$ cat config.mk
export PLATFORM = sky130hd
export DESIGN_NAME = flash_file_header_scanner
export DESIGN_NICKNAME = d
export VERILOG_FILES = /design/src/hw/rtl/fhs_pkg.sv /design/src/hw/rtl/flash_file_header_scanner.sv /design/src/hw/rtl/fhs_in_reg.sv /design/src/hw/rtl/fhs_scan_core.sv /design/src/hw/rtl/fhs_out_reg.sv
export VERILOG_INCLUDE_DIRS = /design/src /design/src/hw/rtl
export SDC_FILE = /design/constraint.sdc
export NUM_CORES = 2
export LEC_CHECK = 0
export ABC_AREA = 1
export BUFFER_PORTS_ARGS = -buffer_cell sky130_fd_sc_hd__clkbuf_2
export CAP_MARGIN = 20
export CORE_UTILIZATION = 45
export DETAILED_ROUTE_END_ITERATION = 16
export GPL_TIMING_DRIVEN = 0
export PLACE_DENSITY = 0.65
export SYNTH_ARGS = -nofsm -noshare
export SYNTH_HDL_FRONTEND = slang
export SYNTH_SLANG_ARGS = --single-unit
$ cat constraint.sdc
create_clock -name clk -period 20.8 [get_ports clk]
set_input_delay 0 -clock clk [delete_from_list [all_inputs] [get_ports clk]]
set_output_delay 0 -clock clk [all_outputs]
set_load 0.02 [all_outputs]
$ cat src/hw/rtl/flash_file_header_scanner_defines.svh
// Assertion macros for the flash file header scanner top level.
`ifndef FLASH_FILE_HEADER_SCANNER_DEFINES_SVH
`define FLASH_FILE_HEADER_SCANNER_DEFINES_SVH

// Check a property on every clock edge outside reset.
`define FHS_ASSERT(lbl, prop, msg) \
  lbl: assert property (@(posedge clk) disable iff (!rst_n) (prop)) else $error(msg);

// Check a property on every clock edge, reset included.
`define FHS_ASSERT_ALWAYS(lbl, prop, msg) \
  lbl: assert property (@(posedge clk) (prop)) else $error(msg);

`endif

$ cat src/hw/rtl/fhs_pkg.sv
// Shared types, constants and CRC helpers for the flash file header scanner.
package fhs_pkg;

  localparam int unsigned SECTOR_BYTES = 4096;
  localparam int unsigned MAX_FILES    = 32;
  localparam int unsigned HDR_BYTES    = 64;

  localparam logic [31:0] CRC_POLY = 32'hEDB8_8320;
  localparam logic [31:0] MAGIC_A  = 32'h3231_3035;
  localparam logic [31:0] MAGIC_B  = 32'h0053_4648;

  localparam logic [1:0] FUNC_START = 2'd0;
  localparam logic [1:0] FUNC_WORD  = 2'd1;
  localparam logic [1:0] FUNC_FAIL  = 2'd2;

  localparam logic [1:0] ST_READ = 2'd0;
  localparam logic [1:0] ST_DONE = 2'd1;
  localparam logic [1:0] ST_FAIL = 2'd2;

  localparam logic REG_RESERVED_BASE  = 1'b0;
  localparam logic REG_FORMAT_VERSION = 1'b1;

  localparam logic [3:0] WORD_MAGIC_A  = 4'd0;
  localparam logic [3:0] WORD_MAGIC_B  = 4'd1;
  localparam logic [3:0] WORD_VERSION  = 4'd2;
  localparam logic [3:0] WORD_SIZE     = 4'd3;
  localparam logic [3:0] WORD_CRC      = 4'd4;
  localparam logic [3:0] WORD_FLAGS    = 4'd5;
  localparam logic [3:0] WORD_HDR_CRC  = 4'd15;

  typedef struct packed {
    logic [1:0]  func;
    logic [31:0] data_word;
    logic [31:0] device_size;
    logic        device_present;
  } req_t;

  typedef struct packed {
    logic [1:0]  scan_status;
    logic [32:0] next_addr;
    logic        entry_recorded;
    logic [4:0]  entry_index;
    logic [31:0] entry_header_addr;
    logic [32:0] entry_data_addr;
    logic [31:0] entry_size;
    logic [31:0] entry_crc;
    logic [5:0]  file_count;
    logic [32:0] free_base;
    logic [31:0] used_total;
  } res_t;

  typedef logic [31:0][31:0] crc_mat_t;

  // Column i is the 32-shift CRC remainder of a lone one in bit i.
  function automatic crc_mat_t crc_build();
    crc_mat_t    m;
    logic [31:0] c;
    for (int i = 0; i < 32; i++) begin
      c = 32'd1 << i;
      for (int k = 0; k < 32; k++) begin
        c = (c >> 1) ^ (c[0] ? CRC_POLY : 32'd0);
      end
      m[i] = c;
    end
    return m;
  endfunction

  localparam crc_mat_t CRC_MAT = crc_build();

  // One 32-bit reflected CRC step as a flat XOR matrix.
  function automatic logic [31:0] crc_step(logic [31:0] c, logic [31:0] w);
    logic [31:0] d;
    logic [31:0] r;
    d = c ^ w;
    r = '0;
    for (int i = 0; i < 32; i++) begin
      if (d[i]) r = r ^ CRC_MAT[i];
    end
    return r;
  endfunction

endpackage

$ cat src/hw/rtl/flash_file_header_scanner.sv
// A request is registered, then its result is registered and raises out_valid.
// Throughput: one request per cycle; the only hold-off is a full result register under stall.
// A header costs 16 word requests; only the last one (and start / read failure) yields a result.
// Reset: synchronous, active-low rst_n clears the pipeline valids and all scan state and
// loads reserved_base = 0xFF0000 and format_version = 1.
// Top level of the flash file header scanner.
module flash_file_header_scanner (
  input  logic        clk,
  input  logic        rst_n,
  // Configuration writes
  input  logic        cfg_we,
  input  logic        cfg_index,
  input  logic [31:0] cfg_data,
  // Request channel
  input  logic        in_valid,
  output logic        in_stall,
  input  logic [1:0]  in_func,
  input  logic [31:0] in_data_word,
  input  logic [31:0] in_device_size,
  input  logic        in_device_present,
  // Result channel
  output logic        out_valid,
  input  logic        out_stall,
  output logic [1:0]  out_scan_status,
  output logic [32:0] out_next_addr,
  output logic        out_entry_recorded,
  output logic [4:0]  out_entry_index,
  output logic [31:0] out_entry_header_addr,
  output logic [32:0] out_entry_data_addr,
  output logic [31:0] out_entry_size,
  output logic [31:0] out_entry_crc,
  output logic [5:0]  out_file_count,
  output logic [32:0] out_free_base,
  output logic [31:0] out_used_total
);
  import fhs_pkg::*;

  `include "flash_file_header_scanner_defines.svh"

  req_t in_req;
  req_t s1_req;
  logic s1_valid;
  logic take;
  logic res_load;
  logic out_ready;
  res_t res_nxt;
  res_t res_q;

  // Bundle the request fields.
  assign in_req.func           = in_func;
  assign in_req.data_word      = in_data_word;
  assign in_req.device_size    = in_device_size;
  assign in_req.device_present = in_device_present;

  // Hold each request here until the core can retire it.
  fhs_in_reg u_in_reg (
    .clk      (clk),
    .rst_n    (rst_n),
    .in_valid (in_valid),
    .in_stall (in_stall),
    .in_req   (in_req),
    .take     (take),
    .s1_valid (s1_valid),
    .s1_req   (s1_req)
  );

  // Advance the scan: CRC step, field checks, sector stepping and table bookkeeping.
  // A request that yields no result retires even while the result register is stalled.
  fhs_scan_core u_core (
    .clk       (clk),
    .rst_n     (rst_n),
    .cfg_we    (cfg_we),
    .cfg_index (cfg_index),
    .cfg_data  (cfg_data),
    .s1_valid  (s1_valid),
    .s1_req    (s1_req),
    .out_ready (out_ready),
    .take      (take),
    .res_load  (res_load),
    .res       (res_nxt)
  );

  // Hold the result until the consumer drops stall.
  fhs_out_reg u_out_reg (
    .clk       (clk),
    .rst_n     (rst_n),
    .res_load  (res_load),
    .res_in    (res_nxt),
    .out_stall (out_stall),
    .out_valid (out_valid),
    .out_ready (out_ready),
    .res_out   (res_q)
  );

  assign out_scan_status       = res_q.scan_status;
  assign out_next_addr         = res_q.next_addr;
  assign out_entry_recorded    = res_q.entry_recorded;
  assign out_entry_index       = res_q.entry_index;
  assign out_entry_header_addr = res_q.entry_header_addr;
  assign out_entry_data_addr   = res_q.entry_data_addr;
  assign out_entry_size        = res_q.entry_size;
  assign out_entry_crc         = res_q.entry_crc;
  assign out_file_count        = res_q.file_count;
  assign out_free_base         = res_q.free_base;
  assign out_used_total        = res_q.used_total;

  // A recorded entry sits in the slot just below the updated count.
  `FHS_ASSERT(a_entry_slot, (out_valid && out_entry_recorded) |-> (out_file_count == 6'(out_entry_index) + 6'd1), "recorded slot does not match file count")
  // The table never holds more than its capacity.
  `FHS_ASSERT(a_count_cap, out_valid |-> (out_file_count <= 6'(MAX_FILES)), "file count above table size")
  // Reset empties the result register.
  `FHS_ASSERT_ALWAYS(a_reset_empty, !rst_n |=> !out_valid, "result valid right after reset")

endmodule

$ cat src/hw/rtl/fhs_in_reg.sv
// Input request register of the flash file header scanner.
module fhs_in_reg (
  input  logic          clk,
  input  logic          rst_n,
  input  logic          in_valid,
  output logic          in_stall,
  input  fhs_pkg::req_t in_req,
  input  logic          take,
  output logic          s1_valid,
  output fhs_pkg::req_t s1_req
);
  import fhs_pkg::*;

  logic valid_r, valid_nxt;
  req_t req_r;
  logic accept;

  assign in_stall = valid_r && !take;
  assign accept   = in_valid && !in_stall;

  always_comb begin
    valid_nxt = valid_r;
    if (take) valid_nxt = 1'b0;
    if (accept) valid_nxt = 1'b1;
  end

  always_ff @(posedge clk) begin
    if (!rst_n) begin
      valid_r <= 1'b0;
    end else begin
      valid_r <= valid_nxt;
    end
  end

  always_ff @(posedge clk) begin
    if (accept) begin
      req_r <= in_req;
    end
  end

  assign s1_valid = valid_r;
  assign s1_req   = req_r;

endmodule

$ cat src/hw/rtl/fhs_scan_core.sv
// Scan state, header checks and result formation of the flash file header scanner.
module fhs_scan_core (
  input  logic          clk,
  input  logic          rst_n,
  input  logic          cfg_we,
  input  logic          cfg_index,
  input  logic [31:0]   cfg_data,
  input  logic          s1_valid,
  input  fhs_pkg::req_t s1_req,
  input  logic          out_ready,
  output logic          take,
  output logic          res_load,
  output fhs_pkg::res_t res
);
  import fhs_pkg::*;

  localparam logic [33:0] SECT_MASK = 34'(SECTOR_BYTES - 1);

  logic [31:0] rsv_base_r, fmt_ver_r;
  logic [32:0] addr_r, addr_nxt;
  logic [31:0] limit_r, limit_nxt;
  logic [3:0]  widx_r, widx_nxt;
  logic [31:0] crc_r, crc_nxt;
  logic        ok_r, ok_nxt;
  logic [31:0] size_r, size_nxt;
  logic [31:0] pcrc_r, pcrc_nxt;
  logic [31:0] flags_r, flags_nxt;
  logic [5:0]  count_r, count_nxt;
  logic [32:0] free_r, free_nxt;
  logic [31:0] used_r, used_nxt;
  logic        scan_r, scan_nxt;

  logic        has_res;
  logic        hdr_valid;
  logic        rec;
  logic [31:0] w;
  logic [31:0] clip;
  logic [33:0] ext;
  logic [33:0] addr_ext;
  logic [1:0]  status;

  assign w    = s1_req.data_word;
  assign clip = (s1_req.device_size > rsv_base_r) ? rsv_base_r : s1_req.device_size;

  // Sector extent of a valid file: header plus payload rounded up to whole sectors.
  assign ext      = ({2'b00, size_r} + 34'(HDR_BYTES) + SECT_MASK) & ~SECT_MASK;
  assign addr_ext = {1'b0, addr_r} + ext;

  assign hdr_valid = ok_r && (w == ~crc_r) && (size_r <= rsv_base_r);
  assign rec = hdr_valid && (flags_r == 32'hFFFF_FFFF) && (count_r < 6'(MAX_FILES));

  always_comb begin
    case (s1_req.func)
      FUNC_START: has_res = 1'b1;
      FUNC_FAIL:  has_res = scan_r;
      FUNC_WORD:  has_res = scan_r && (widx_r == WORD_HDR_CRC);
      default:    has_res = 1'b0;
    endcase
  end

  assign take     = s1_valid && (!has_res || out_ready);
  assign res_load = take && has_res;

  always_comb begin
    addr_nxt  = addr_r;
    limit_nxt = limit_r;
    widx_nxt  = widx_r;
    crc_nxt   = crc_r;
    ok_nxt    = ok_r;
    size_nxt  = size_r;
    pcrc_nxt  = pcrc_r;
    flags_nxt = flags_r;
    count_nxt = count_r;
    free_nxt  = free_r;
    used_nxt  = used_r;
    scan_nxt  = scan_r;
    status    = ST_READ;
    case (s1_req.func)
      FUNC_START: begin
        count_nxt = '0;
        used_nxt  = '0;
        free_nxt  = '0;
        addr_nxt  = '0;
        widx_nxt  = '0;
        crc_nxt   = '1;
        ok_nxt    = 1'b1;
        if (s1_req.device_size == 32'd0 || !s1_req.device_present) begin
          scan_nxt  = 1'b0;
          limit_nxt = '0;
          status    = ST_FAIL;
        end else begin
          limit_nxt = clip;
          scan_nxt  = (clip != 32'd0);
          status    = (clip != 32'd0) ? ST_READ : ST_DONE;
        end
      end
      FUNC_FAIL: begin
        if (scan_r) begin
          scan_nxt = 1'b0;
          widx_nxt = '0;
          crc_nxt  = '1;
          ok_nxt   = 1'b1;
          status   = ST_FAIL;
        end
      end
      FUNC_WORD: begin
        if (scan_r && widx_r != WORD_HDR_CRC) begin
          crc_nxt  = crc_step(crc_r, w);
          widx_nxt = widx_r + 4'd1;
          case (widx_r)
            WORD_MAGIC_A: if (w != MAGIC_A) ok_nxt = 1'b0;
            WORD_MAGIC_B: if (w != MAGIC_B) ok_nxt = 1'b0;
            WORD_VERSION: if (w != fmt_ver_r) ok_nxt = 1'b0;
            WORD_SIZE:    size_nxt  = w;
            WORD_CRC:     pcrc_nxt  = w;
            WORD_FLAGS:   flags_nxt = w;
            default:      ;
          endcase
        end else if (scan_r) begin
          if (hdr_valid) begin
            addr_nxt = addr_ext[32:0];
            free_nxt = addr_ext[32:0];
          end else begin
            addr_nxt = addr_r + 33'(SECTOR_BYTES);
          end
          if (rec) begin
            count_nxt = count_r + 6'd1;
            used_nxt  = used_r + size_r;
          end
          widx_nxt = '0;
          crc_nxt  = '1;
          ok_nxt   = 1'b1;
          scan_nxt = (addr_nxt < {1'b0, limit_r});
          status   = scan_nxt ? ST_READ : ST_DONE;
        end
      end
      default: ;
    endcase
  end

  always_comb begin
    res                   = '0;
    res.scan_status       = status;
    res.next_addr         = addr_nxt;
    res.file_count        = count_nxt;
    res.free_base         = free_nxt;
    res.used_total        = used_nxt;
    if (s1_req.func == FUNC_WORD && rec) begin
      res.entry_recorded    = 1'b1;
      res.entry_index       = count_r[4:0];
      res.entry_header_addr = addr_r[31:0];
      res.entry_data_addr   = {1'b0, addr_r[31:0]} + 33'(HDR_BYTES);
      res.entry_size        = size_r;
      res.entry_crc         = pcrc_r;
    end
  end

  always_ff @(posedge clk) begin
    if (!rst_n) begin
      rsv_base_r <= 32'h00FF_0000;
      fmt_ver_r  <= 32'd1;
    end else if (cfg_we) begin
      case (cfg_index)
        REG_RESERVED_BASE:  rsv_base_r <= cfg_data;
        REG_FORMAT_VERSION: fmt_ver_r  <= cfg_data;
        default:            ;
      endcase
    end
  end

  always_ff @(posedge clk) begin
    if (!rst_n) begin
      addr_r  <= '0;
      limit_r <= '0;
      widx_r  <= '0;
      crc_r   <= '1;
      ok_r    <= 1'b1;
      size_r  <= '0;
      pcrc_r  <= '0;
      flags_r <= '0;
      count_r <= '0;
      free_r  <= '0;
      used_r  <= '0;
      scan_r  <= 1'b0;
    end else if (take) begin
      addr_r  <= addr_nxt;
      limit_r <= limit_nxt;
      widx_r  <= widx_nxt;
      crc_r   <= crc_nxt;
      ok_r    <= ok_nxt;
      size_r  <= size_nxt;
      pcrc_r  <= pcrc_nxt;
      flags_r <= flags_nxt;
      count_r <= count_nxt;
      free_r  <= free_nxt;
      used_r  <= used_nxt;
      scan_r  <= scan_nxt;
    end
  end

endmodule

$ cat src/hw/rtl/fhs_out_reg.sv
// Result register of the flash file header scanner.
module fhs_out_reg (
  input  logic          clk,
  input  logic          rst_n,
  input  logic          res_load,
  input  fhs_pkg::res_t res_in,
  input  logic          out_stall,
  output logic          out_valid,
  output logic          out_ready,
  output fhs_pkg::res_t res_out
);
  import fhs_pkg::*;

  logic valid_r, valid_nxt;
  res_t res_r;

  assign out_ready = !valid_r || !out_stall;

  always_comb begin
    valid_nxt = valid_r && out_stall;
    if (res_load) valid_nxt = 1'b1;
  end

  always_ff @(posedge clk) begin
    if (!rst_n) begin
      valid_r <= 1'b0;
    end else begin
      valid_r <= valid_nxt;
    end
  end

  always_ff @(posedge clk) begin
    if (res_load) begin
      res_r <= res_in;
    end
  end

  assign out_valid = valid_r;
  assign res_out   = res_r;

endmodule
==> out/qor.txt <==
Total power divided by cell area: 83.6 mW/mm^2
Synthesized area per cell: 8.07 sq um
FF-to-FF End: u_out_reg.res_out[239]
Post-DR vias/cell: 5.46
Vias in the first global route: 30800
# nets final: 5222
Critical path arrival: 7060 ps
Antenna-violating nets left: 0
H-tree depth: 3
Syn-to-layout area delta: 18.2%
Avg WL per Cell: 22.4 um
GRT overflow: 0
TritonCTS Buffers: 71
WP buf/inv: 6
Port Buf Inserts: 346
Die ar.: 0.0804 sq mm
CP max stage cell: dfxtp_1
Antenna violations before repair: 10
Number of synthesized flops with an enable pin: 302
Minimum clock period: 6690 ps
DRT Pass-1 Iters: 5
Max incr delay on CP: 570 ps
Top cells by area, synth: edfxtp_1, dfxtp_1, nand2_1
Mapped Cells: 4421
Clk Tree Root Cell: clkbuf_16
Post-Place Worst Slack: 14280 ps
Internal Power: 2390 uW
Worst Hold Class: primary input to register
Worst path top cell family by delay: simple AND/OR/NAND/NOR gates
Post-DP HPWL: 105000 um
Synth area leader: edfxtp_1
NetSw: 1130 uW
Placed cells: 5813
Final setup TNS: 0 ps
Commonest non-fill, non-tap cell in the layout: nand2_1
Synth top area share: 0.254
Maximum root-to-sink buffer count: 3
Ys async rst share: 0
CTS sink cnt: 638
Syn Nets: 4689
Hold path depth: 2
Die height: 284 um
Startpoint types: register
Mapped Area: 0.0357 sq mm
Sequential element share of the synthesized area: 0.443
Residual DRC: 0
CP Max Fanout: 7
Share of cells above drive strength 1: 0.115
Worst VDD drop: 0.0000796 V
Most frequent cells in the layout: nand2_1, inv_1, a21oi_1
GRT Total Usage: 0.330
Unrepaired setup endpoints after global routing: no
Final estimated routing congestion in global placement: 1.03
Status: finished, final reports clean
Drt first-iter violations: 3463
Yosys cell types: 57
Slew headroom: 0.232
Main synth FF type: dfxtp_1
Slack of the worst reg-to-reg path: 14110 ps
Setup Skew: 35.2 ps
Vias: 33100
CP Capture Type: register
Part of the power in combinational logic: 0.242
Final worst slack: 14110 ps
Worst EP required: 21170 ps
Pleak: 0.0177 uW
Post-Route WL: 136000 um
Placement row count: 102
Starting Density: 0.458
CP startpoint: u_core.size_r[1]
CTS tree: built
Max Cap Violations: 0
Overall power: 3530 uW
Reg clk slew, reported paths: 60 ps
Maximum clock frequency: 149 MHz
Final setup viols: 0
Final Non-Filler Cells: 6053
Clock network fraction of total power: 0.355
Hold path start: in_data_word[22]
Switching power share of the total: 0.321
First-pass GRT wire length: 198000 um
Core area: 0.0780 sq mm
Final period util: 0.322
Final hold slack: 81.5 ps
IO Count: 348
Reg2Reg Depth: 35
Worst-margin pin slew: 1150 ps
Most frequent CP cell: nand2_1
Clock Latency Late Sink: 630 ps
Crit path kind: register to register
Reg power frac: 0.402
Hold path endpoint: u_in_reg.s1_req[55]
Yosys reg bits: 638
Die width: 284 um
Worst reg2reg path startpoint: u_core.size_r[1]
Largest net degree at the start of global routing: 99
Max Slew Vio Count: 0
Final Hold Fails: 0
Synth warnings: 0
-- registers in the layout, indices dropped and copies added, names as in the netlist --
| register | count |
|---|---|
| u_out_reg.res_out | 235 |
| u_in_reg.s1_req | 67 |
| u_core.addr_r | 33 |
| u_core.free_r | 33 |
| u_core.crc_r | 32 |
| u_core.flags_r | 32 |
| u_core.fmt_ver_r | 32 |
| u_core.limit_r | 32 |
| u_core.pcrc_r | 32 |
| u_core.rsv_base_r | 32 |
| u_core.size_r | 32 |
| u_core.used_r | 32 |
| u_core.count_r | 6 |
| u_core.widx_r | 4 |
| u_core.ok_r | 1 |
| u_core.scan_r | 1 |
| u_in_reg.s1_valid | 1 |
| u_out_reg.out_valid | 1 |
-- power groups by stage --
stage / Combinational [uW] / Sequential [uW] / Clock [uW]
after global placement: 809 / 1450 / 0
after CTS: 838 / 1420 / 1260
after detailed placement: 817 / 1440 / 0
after floorplan: 581 / 1440 / 0
final: 854 / 1420 / 1250
after global routing: 921 / 1420 / 1310
-- synthesized netlist by cell type (8+ instances only) --
cell type  count
nand2_1      802
a21oi_1      405
buf_1         15
clkbuf_1     121
nor3_1        56
dfxtp_1      336
buf_2         39
nor2_1       389
o22ai_1       15
o21ai_1       43
o21bai_1      10
nor4_1        37
nand4_1       51
xnor2_1      152
o21ai_2       12
a31oi_1       19
or2_2         21
inv_1        572
o21ai_0      323
buf_4          8
xor2_1       215
edfxtp_1     302
ha_1         161
xnor2_2        9
nand3_1      189
o211ai_1      36
inv_2         11
-- worst max-delay path by stage --
| stage | cells after the start | to |
|---|---|---|
| 2_1_floorplan | 13 | u_out_reg.res_out[0] |
| 3_3_place_gp | 14 | u_out_reg.res_out[131] |
| 3_5_place_dp | 35 | u_out_reg.res_out[239] |
| 4_1_cts | 35 | u_out_reg.res_out[239] |
| 5_1_grt | 36 | u_out_reg.res_out[239] |
| 6_report | 35 | u_out_reg.res_out[239] |
-- final cells by class --
class	instances	area [sq um]
well taps	1040	1300
clock inverters	34	333
clock buffers	95	1930
flip-flops and latches	638	15800
fillers	7400	35800
diodes	3	7.51
inverters	585	2210
repair buffers	460	2920
multi-input cells	3014	16900
plain buffers	184	777
-- cells by family (layout without fill, tap and decap cells) --
family,count (synthesis),after routing,share of synthesized area
buf+inv,769,1358,0.0833
fa+ha+maj,163,163,0.0576
compound gates,898,898,0.134
other cells,0,3,0
xor+xnor,380,380,0.0966
flops,638,638,0.443
simple gates,1573,1573,0.185
-- layer usage --
metal  routed length (um)  share of wire  track usage
met5                   52        0.00038            0
met4                 5930          0.044        0.137
met3                13100          0.097       0.0624
met2                60200           0.44        0.524
met1                56300           0.42        0.441
-- stage by stage --
stage | util | instance area [sq um]
floorplan | - | 35700
global placement | 0.497 | 38700
detailed placement | 0.498 | 38800
CTS | 0.541 | 42200
global route | 0.541 | 42200
finish | 0.541 | 42200
-- timing repair --
| action | 4_1_cts | 5_1_grt |
|---|---|---|
| endpoints found under the hold margin | 135 | 0 |
| gates resized for setup | 0 | 0 |
| buffers inserted | 0 | 0 |
| hold buffers | 108 | 0 |
No activity file was read; power rests on OpenSTA's default activity.
